`config.mk`:
```
export PLATFORM = sky130hd
export DESIGN_NAME = timer_slot_pool
export DESIGN_NICKNAME = d
export VERILOG_FILES = /design/src/tsp_pkg.sv /design/src/tsp_cell.sv /design/src/timer_slot_pool.sv
export SDC_FILE = /design/constraint.sdc
export NUM_CORES = 2
export LEC_CHECK = 0
export BUFFER_PORTS_ARGS = -buffer_cell sky130_fd_sc_hd__buf_4
export CAP_MARGIN = 20
export CORE_MARGIN = 3
export CORE_UTILIZATION = 54
export DETAILED_ROUTE_END_ITERATION = 10
export PLACE_DENSITY = 0.82
export SYNTH_ARGS = -nofsm -noshare
export SYNTH_HDL_FRONTEND = slang
export SYNTH_SLANG_ARGS = --single-unit
```
`constraint.sdc`:
```
create_clock -name i_clk -period 17.7 [get_ports i_clk]
set_input_delay 1.77 -clock i_clk [delete_from_list [all_inputs] [get_ports i_clk]]
set_output_delay 1.77 -clock i_clk [all_outputs]
set_load 0.005 [all_outputs]
```
`src/tsp_pkg.sv`:
```
// tsp_pkg: shared types and constants of the timer slot pool
// used by tsp_cell, timer_slot_pool and tsp_checker; no dependencies
package tsp_pkg;

    // pool size limits and field widths
    localparam int unsigned SLOTS_DEF = 8;
    localparam int unsigned SLOT_W    = 3;
    localparam int unsigned TICK_W    = 32;
    localparam int unsigned MS_W      = 16;
    localparam int unsigned SEL_W     = 8;

    // input modes
    localparam logic [1:0] MODE_START = 2'd0;
    localparam logic [1:0] MODE_STOP  = 2'd1;
    localparam logic [1:0] MODE_PROC  = 2'd2;

    // result kinds
    localparam logic [1:0] KIND_START  = 2'd0;
    localparam logic [1:0] KIND_STOP   = 2'd1;
    localparam logic [1:0] KIND_EXPIRY = 2'd2;

    // expiry window after reset
    localparam logic [TICK_W-1:0] WINDOW_RST = 32'h0000_1000;

    // ms to ticks: (ms * 16) / 5 as multiply by ceil(2^22 / 5), shift by 22
    localparam int unsigned SCALED_W   = MS_W + 4;
    localparam int unsigned DIV5_SHIFT = 22;
    localparam int unsigned PROD_W     = 40;
    localparam int unsigned QUOT_W     = PROD_W - DIV5_SHIFT;
    localparam logic [SCALED_W-1:0] DIV5_RECIP = 20'd838861;

    // broadcast control from the sequencer to every cell
    typedef struct packed {
        logic              scan_load;
        logic              scan_step;
        logic              tok_clr;
        logic              start_go;
        logic              stop_go;
        logic [SLOT_W-1:0] stop_slot;
        logic [TICK_W-1:0] now;
        logic [TICK_W-1:0] window;
        logic [TICK_W-1:0] deadline;
    } t_cell_ctl;

    // link toward higher slot numbers: scan token and free-slot search
    typedef struct packed {
        logic tok;
        logic free_seen;
    } t_link_up;

    // link toward lower slot numbers: some higher slot still expires
    typedef struct packed {
        logic exp_any;
    } t_link_dn;

    // per-cell status back to the sequencer
    typedef struct packed {
        logic active;
        logic claim;
        logic hit;
        logic last;
    } t_cell_stat;

endpackage

```
`src/tsp_cell.sv`:
```
// tsp_cell: one timer slot of the chain, holding its active bit, deadline and scan token
// depends on tsp_pkg
module tsp_cell #(
    parameter int unsigned CELL_IDX = 0
) (
    input  logic                 i_clk,
    input  logic                 i_rst_n,
    input  tsp_pkg::t_cell_ctl   i_ctl,
    input  tsp_pkg::t_link_up    i_up,
    input  tsp_pkg::t_link_dn    i_dn,
    output tsp_pkg::t_link_up    o_up,
    output tsp_pkg::t_link_dn    o_dn,
    output tsp_pkg::t_cell_stat  o_stat
);
    import tsp_pkg::*;

    logic              r_active;
    logic              n_active;
    logic              r_tok;
    logic              n_tok;
    logic [TICK_W-1:0] r_deadline;
    logic [TICK_W-1:0] n_deadline;
    logic [TICK_W-1:0] w_ahead;
    logic              w_exp;
    logic              w_claim;
    logic              w_hit;
    logic              w_sel;

    // expiry test: deadline already passed, or too far ahead (wrap guard)
    assign w_ahead = r_deadline - i_ctl.now;
    assign w_exp   = r_active && ((r_deadline < i_ctl.now) || (w_ahead > i_ctl.window));

    // lowest free slot: free here and nothing free below
    assign w_claim = !r_active && !i_up.free_seen;
    assign w_hit   = r_tok && w_exp;
    assign w_sel   = (i_ctl.stop_slot == SLOT_W'(CELL_IDX));

    // neighbor links
    assign o_up.tok       = r_tok;
    assign o_up.free_seen = i_up.free_seen || !r_active;
    assign o_dn.exp_any   = w_exp || i_dn.exp_any;

    // status to the sequencer
    assign o_stat.active = r_active;
    assign o_stat.claim  = w_claim;
    assign o_stat.hit    = w_hit;
    assign o_stat.last   = w_hit && !i_dn.exp_any;

    // next slot state
    always_comb begin
        n_active   = r_active;
        n_deadline = r_deadline;
        if (i_ctl.start_go && w_claim) begin
            n_active   = 1'b1;
            n_deadline = i_ctl.deadline;
        end
        if (i_ctl.stop_go && w_sel && r_active) begin
            n_active   = 1'b0;
            n_deadline = '0;
        end
        if (i_ctl.scan_step && w_hit) begin
            n_active = 1'b0;
        end
    end

    // scan token moves one cell per step
    always_comb begin
        n_tok = r_tok;
        if (i_ctl.tok_clr) begin
            n_tok = 1'b0;
        end else if (i_ctl.scan_step || i_ctl.scan_load) begin
            n_tok = i_up.tok;
        end
    end

    // control state
    always_ff @(posedge i_clk) begin
        if (!i_rst_n) begin
            r_active <= 1'b0;
            r_tok    <= 1'b0;
        end else begin
            r_active <= n_active;
            r_tok    <= n_tok;
        end
    end

    // deadline payload
    always_ff @(posedge i_clk) begin
        r_deadline <= n_deadline;
    end

endmodule

```
`src/timer_slot_pool.sv`:
```
// timer_slot_pool: start, stop and expiry processing over a chain of timer cells
// start and stop: the item moves to ST_START or ST_STOP, whose one result is registered once the output is free
// process: a token walks one cell per cycle unless a hit is stalled, an expiry result each hit
// one item at a time: a new item is taken only in ST_IDLE, o_stall is high otherwise
// reset (i_rst_n low, synchronous): all slots free, no result pending, window 4096 ticks
// depends on tsp_pkg and tsp_cell
module timer_slot_pool #(
    parameter int unsigned SLOTS = tsp_pkg::SLOTS_DEF
) (
    input  logic                        i_clk,
    input  logic                        i_rst_n,
    input  logic                        i_valid,
    output logic                        o_stall,
    input  logic [1:0]                  i_mode,
    input  logic [tsp_pkg::TICK_W-1:0]  i_now,
    input  logic [tsp_pkg::MS_W-1:0]    i_duration_ms,
    input  logic [tsp_pkg::SEL_W-1:0]   i_slot,
    output logic                        o_valid,
    input  logic                        i_stall,
    output logic [1:0]                  o_kind,
    output logic                        o_ok,
    output logic [tsp_pkg::SLOT_W-1:0]  o_result_slot,
    output logic                        o_last,
    input  logic                        i_cfg_valid,
    output logic                        o_cfg_ready,
    input  logic [tsp_pkg::TICK_W-1:0]  i_cfg_data
);
    import tsp_pkg::*;

    // sequencer states
    localparam logic [1:0] ST_IDLE  = 2'd0;
    localparam logic [1:0] ST_START = 2'd1;
    localparam logic [1:0] ST_STOP  = 2'd2;
    localparam logic [1:0] ST_SCAN  = 2'd3;

    logic [1:0]        r_state;
    logic [1:0]        n_state;
    logic [TICK_W-1:0] r_now;
    logic [QUOT_W-1:0] r_quot;
    logic [SEL_W-1:0]  r_slot;
    logic [TICK_W-1:0] r_window;

    logic              r_out_valid;
    logic [1:0]        r_out_kind;
    logic              r_out_ok;
    logic [SLOT_W-1:0] r_out_slot;
    logic              r_out_last;

    logic              w_accept;
    logic              w_out_free;
    logic [PROD_W-1:0] w_prod;
    logic [QUOT_W-1:0] w_quot;

    logic              e_valid;
    logic [1:0]        e_kind;
    logic              e_ok;
    logic [SLOT_W-1:0] e_slot;
    logic              e_last;

    t_cell_ctl         w_ctl;
    t_link_up          w_up [SLOTS+1];
    t_link_dn          w_dn [SLOTS+1];
    t_cell_stat        w_stat [SLOTS];

    logic              w_hit_any;
    logic              w_last_any;
    logic              w_stop_act;
    logic              w_in_range;
    logic              w_step;
    logic [SLOT_W-1:0] w_claim_idx;
    logic [SLOT_W-1:0] w_hit_idx;

    // handshakes
    assign w_accept    = i_valid && (r_state == ST_IDLE);
    assign o_stall     = (r_state != ST_IDLE);
    assign w_out_free  = !r_out_valid || !i_stall;
    assign o_cfg_ready = 1'b1;

    // duration in ticks: (ms * 16) / 5 by reciprocal multiply
    assign w_prod = PROD_W'({i_duration_ms, 4'b0000}) * PROD_W'(DIV5_RECIP);
    assign w_quot = w_prod[DIV5_SHIFT +: QUOT_W];

    // gather cell status
    always_comb begin
        w_hit_any   = 1'b0;
        w_last_any  = 1'b0;
        w_stop_act  = 1'b0;
        w_claim_idx = '0;
        w_hit_idx   = '0;
        for (int i = 0; i < SLOTS; i++) begin
            w_hit_any  = w_hit_any | w_stat[i].hit;
            w_last_any = w_last_any | w_stat[i].last;
            if (w_stat[i].active && (r_slot == SEL_W'(i))) begin
                w_stop_act = 1'b1;
            end
            if (w_stat[i].claim) begin
                w_claim_idx = w_claim_idx | SLOT_W'(i);
            end
            if (w_stat[i].hit) begin
                w_hit_idx = w_hit_idx | SLOT_W'(i);
            end
        end
    end

    assign w_in_range = (r_slot < SEL_W'(SLOTS));
    assign w_step     = !w_hit_any || w_out_free;

    // sequencer
    always_comb begin
        n_state          = r_state;
        e_valid          = 1'b0;
        e_kind           = KIND_START;
        e_ok             = 1'b0;
        e_slot           = '0;
        e_last           = 1'b1;
        w_ctl.scan_load  = 1'b0;
        w_ctl.scan_step  = 1'b0;
        w_ctl.tok_clr    = 1'b0;
        w_ctl.start_go   = 1'b0;
        w_ctl.stop_go    = 1'b0;
        w_ctl.stop_slot  = r_slot[SLOT_W-1:0];
        w_ctl.now        = r_now;
        w_ctl.window     = r_window;
        w_ctl.deadline   = r_now + TICK_W'(r_quot);
        case (r_state)
            ST_IDLE: begin
                if (w_accept) begin
                    case (i_mode)
                        MODE_START: n_state = ST_START;
                        MODE_STOP:  n_state = ST_STOP;
                        MODE_PROC: begin
                            n_state         = ST_SCAN;
                            w_ctl.scan_load = 1'b1;
                        end
                        default:    n_state = ST_IDLE;
                    endcase
                end
            end
            ST_START: begin
                if (w_out_free) begin
                    w_ctl.start_go = 1'b1;
                    e_valid        = 1'b1;
                    e_kind         = KIND_START;
                    e_ok           = w_up[SLOTS].free_seen;
                    e_slot         = w_claim_idx;
                    n_state        = ST_IDLE;
                end
            end
            ST_STOP: begin
                if (w_out_free) begin
                    w_ctl.stop_go = w_in_range;
                    e_valid       = 1'b1;
                    e_kind        = KIND_STOP;
                    e_ok          = w_in_range && w_stop_act;
                    n_state       = ST_IDLE;
                end
            end
            ST_SCAN: begin
                w_ctl.scan_step = w_step;
                e_valid         = w_hit_any && w_out_free;
                e_kind          = KIND_EXPIRY;
                e_ok            = 1'b1;
                e_slot          = w_hit_idx;
                e_last          = w_last_any;
                // done once the token leaves the chain or nothing more expires
                if (w_step && (w_up[SLOTS].tok || !w_dn[0].exp_any)) begin
                    w_ctl.tok_clr = 1'b1;
                    n_state       = ST_IDLE;
                end
            end
            default: n_state = ST_IDLE;
        endcase
    end

    // chain ends
    assign w_up[0].tok       = w_ctl.scan_load;
    assign w_up[0].free_seen = 1'b0;
    assign w_dn[SLOTS].exp_any = 1'b0;

    // row of timer cells
    for (genvar g = 0; g < SLOTS; g++) begin : g_cell
        tsp_cell #(
            .CELL_IDX (g)
        ) u_cell (
            .i_clk   (i_clk),
            .i_rst_n (i_rst_n),
            .i_ctl   (w_ctl),
            .i_up    (w_up[g]),
            .i_dn    (w_dn[g+1]),
            .o_up    (w_up[g+1]),
            .o_dn    (w_dn[g]),
            .o_stat  (w_stat[g])
        );
    end

    // control registers
    always_ff @(posedge i_clk) begin
        if (!i_rst_n) begin
            r_state     <= ST_IDLE;
            r_out_valid <= 1'b0;
            r_window    <= WINDOW_RST;
        end else begin
            r_state <= n_state;
            if (w_out_free) begin
                r_out_valid <= e_valid;
            end
            if (i_cfg_valid) begin
                r_window <= i_cfg_data;
            end
        end
    end

    // item and result payload
    always_ff @(posedge i_clk) begin
        if (w_accept) begin
            r_now  <= i_now;
            r_quot <= w_quot;
            r_slot <= i_slot;
        end
        if (e_valid) begin
            r_out_kind <= e_kind;
            r_out_ok   <= e_ok;
            r_out_slot <= e_slot;
            r_out_last <= e_last;
        end
    end

    assign o_valid       = r_out_valid;
    assign o_kind        = r_out_kind;
    assign o_ok          = r_out_ok;
    assign o_result_slot = r_out_slot;
    assign o_last        = r_out_last;

endmodule

```
==> flow_summary.ini <==
[drt]
drt_iter0_drc = 2470
routed_wl_um = 106000
wire_per_inst_um = 19.7
first_pass_iters = 6
ant_nets = 0
vias = 33100
drc = 0
vias_per_cell = 6.12

[clocking]
hold_buffers = 0
post_cts_resized = 0
cts_max_level = 2
cts.sinks = 372
insertion_delay_ns = 0.61
clock_path_buffers = 3
clk_pin_slew_ns = 0.06
post_cts_buffers = 0
cts_tree = built
cts_buffers = 43
root_buffer = clkbuf_16

[sta]
period_needed_ns = 8.27
rsz0062_at_grt = no
fmax_mhz = 121
slew_violations = 0
worst_slew_pin_slew_ns = 1.21
fin_crit_sh_pct = 46.7
setup_viol = 0
hold_violations = 0
fin_skew_ns = 0.0256
setup_tns_ns = 0
fin_ws_ns = 9.43
slew_headroom_pct = 19.2

[yosys]
async_reset_ff_share_pct = 0
ys.flop_type = dfxtp_1
synth.distinct_cells = 87
syn_nets = 5242
ys_warn_count = 0
yosys-top-cells-area = ha_1, dfxtp_1, a21oi_1
synth_seq_area_share_pct = 22.4
ys_ff_latch = 372
synth.largest_area_cell = ha_1
synth_edf_count = 65
synth_top_area_share_pct = 22.9
synthCells = 4398
netlist_area_sq_um = 36200
syn_avg_cell_area_sq_um = 8.24

[critical_path]
r2r_start = r_now[1]
critPathLaunch = r_now[1]
critPathLaunchType = register
crit_family = compound AO/OA/AOI/OAI gates
timing.rr.end = g_cell[1].u_cell.r_tok
reg2regPathDepth = 26
crit_fanout = 13
end_kind = register
slowest_stage = a21oi_1
required_ns = 18.20
crit_end = g_cell[1].u_cell.r_tok
critPathMaxStageDelay_ns = 0.69
path_buf_inv = 2
crit_cells = 26
regToRegSetupSlack_ns = 9.43
arrival_ns = 8.77
worstSetupPathType = reg2reg

[placed_design]
post_dp_cell_area_sq_um = 38100
pre_cts_ws_ns = 9.06
portBuffers = 103
place_congestion = 0.956
hpwl_um = 84000

[floorplanning]
fp.dieH_um = 265
coreArea_sq_um = 66100
start_util_pct = 54.8
placementRows = 94
ioPinCount = 105
dieArea_sq_um = 70200
chipWidth_um = 265

[global_route]
grt_antenna_before_repair = 1
grt-ovfl-total = 0
globalRouteTotalUtil_pct = 29.6
grt_pass1_wl_um = 166000
grt_pass1_vias = 31500
grt_max_degree = 60

[cells_and_area]
stdcell_area_sq_um = 39900
syn2layout_area_growth_pct = 10.0
drive_gt1_share_pct = 6.48
diodes = 0
nets = 5350

[power_and_ir_drop]
vdd_drop_max_mv = 0.198
power_density_nw_per_um2 = 124
p_leak_nw = 18.3
power_w = 0.00494

[hold_path]
hold_class = reg2reg

[job]
drv_cap = 0

[run_status]
status = finished, final reports clean
-- registers in the layout, summed over array words and instances (netlist names), 2 cells and up --
| signal | count |
|---|---|
| r_quot | 18 |
| r_window | 32 |
| r_state | 2 |
| g_cell.u_cell.r_tok | 8 |
| g_cell.u_cell.r_active | 8 |
| r_now | 32 |
| g_cell.u_cell.r_deadline | 256 |
| r_slot | 8 |
| o_kind | 2 |
| o_result_slot | 3 |
-- through the flow --
| stage | std cells | util (%) | hold WS [ns] |
|---|---|---|---|
| after floorplan | 4398 | - | 0.436 |
| after global placement | 5312 | 57.7 | 0.442 |
| final | 5404 | 60.3 | 0.454 |
| after detailed placement | 5313 | 57.7 | 0.448 |
| after global routing | 5404 | 60.3 | 0.470 |
| after CTS | 5392 | 60.1 | 0.457 |
-- routing by layer --
layer  part of all wire [%]  track usage, %  up-vias
li1                       -               -    16100
met2                     45            49.3     1214
met5                      0               0        -
met1                     42            39.3    15500
met3                    9.2            4.67      197
met4                    3.3            9.73        0
-- cell usage after synthesis (20+ instances only) --
master / instances
and3_1: 45
and2_1: 20
a21o_1: 117
edfxtp_1: 65
inv_1: 297
nand3_1: 88
nand2b_1: 41
nor3_1: 83
xnor2_1: 193
nand4_1: 75
o21a_1: 71
nor2b_1: 81
a211oi_1: 113
o21bai_1: 30
xor2_1: 66
mux2i_1: 36
a31oi_1: 22
o21ai_0: 188
nor2_1: 401
o211ai_1: 31
clkbuf_1: 100
dfxtp_1: 307
a21oi_1: 508
nand2_1: 396
ha_1: 663
fa_1: 86
-- report_power, final --
group / internal, W / switching [W] / total, W
clock: 0.000622 / 0.000403 / 0.00102
sequential: 0.00102 / 0.0000642 / 0.00108
combinational: 0.00117 / 0.00167 / 0.00284
total: 0.00281 / 0.00213 / 0.00494
-- worst register-to-register path, stage by stage (launching register included) --
cell,delay [ns]
edfxtp_1,0.58
inv_1,0.21
buf_4,0.31
ha_1,0.29
nor2b_1,0.12
o21ai_0,0.24
a21boi_0,0.19
o311ai_1,0.39
a21oi_1,0.16
o31ai_1,0.46
a21oi_1,0.23
o211ai_1,0.44
o22ai_1,0.24
nand4_1,0.14
nand4_1,0.14
ha_1,0.33
nand4_1,0.15
nor4_1,0.69
nand2_1,0.21
or4_1,0.63
o311ai_1,0.26
a21bo_2,0.31
and4_1,0.20
nand4b_1,0.23
a21oi_1,0.69
nor3_1,0.13
o21ba_1,0.21
-- how the worst min path moves through the flow --
| stage | from | to | cells past startpoint |
|---|---|---|---|
| floorplan | g_cell[6].u_cell.r_deadline[21] | g_cell[6].u_cell.r_deadline[21] | 2 |
| CTS | g_cell[7].u_cell.r_deadline[0] | g_cell[7].u_cell.r_deadline[0] | 2 |
| global route | g_cell[6].u_cell.r_deadline[14] | g_cell[6].u_cell.r_deadline[14] | 2 |
| detailed placement | g_cell[7].u_cell.r_deadline[0] | g_cell[7].u_cell.r_deadline[0] | 2 |
| finish | g_cell[7].u_cell.r_deadline[21] | g_cell[7].u_cell.r_deadline[21] | 2 |
| global placement | g_cell[3].u_cell.r_deadline[21] | g_cell[3].u_cell.r_deadline[21] | 2 |
-- cells by family (layout without fill, tap and decap cells) --
kind of cell	after synthesis	count (layout)	synth area share (%)
compound gates	1255	1255	21.6
xor+xnor	259	259	6.26
fa+ha+maj	749	749	27.6
buf+inv	408	550	4.25
flops	372	372	22.4
mux	38	38	1.06
other cells	1	1	0.0104
simple gates	1316	1316	16.9
-- cells in the final DEF (no fill, tap or decap), types with 14 or more instances in the layout --
cell,n
a211oi_1,112
a21o_1,117
a21oi_1,508
a31oi_1,22
and2_1,19
and3_1,44
buf_4,171
clkbuf_16,46
dfxtp_1,307
edfxtp_1,65
fa_1,86
ha_1,663
inv_1,297
mux2i_1,36
nand2_1,396
nand2b_1,41
nand3_1,88
nand4_1,75
nor2_1,398
nor2b_1,81
nor3_1,80
nor4_1,19
o211ai_1,31
o21a_1,71
o21ai_0,188
o21ai_1,14
o21bai_1,30
o31ai_1,18
xnor2_1,193
xor2_1,66
-- area by class of cell --
type                            instances  area [sq um]
Multi-Input combinational cell       3618         26600
Fill cell                            5825         26200
Sequential cell                       372          8100
Timing Repair Buffer                  174          1320
Clock buffer                           57          1260
Inverter                              297          1110
Tap cell                              864          1080
Clock inverter                         22           350
Note: power is estimated with default switching activity, not from simulation.
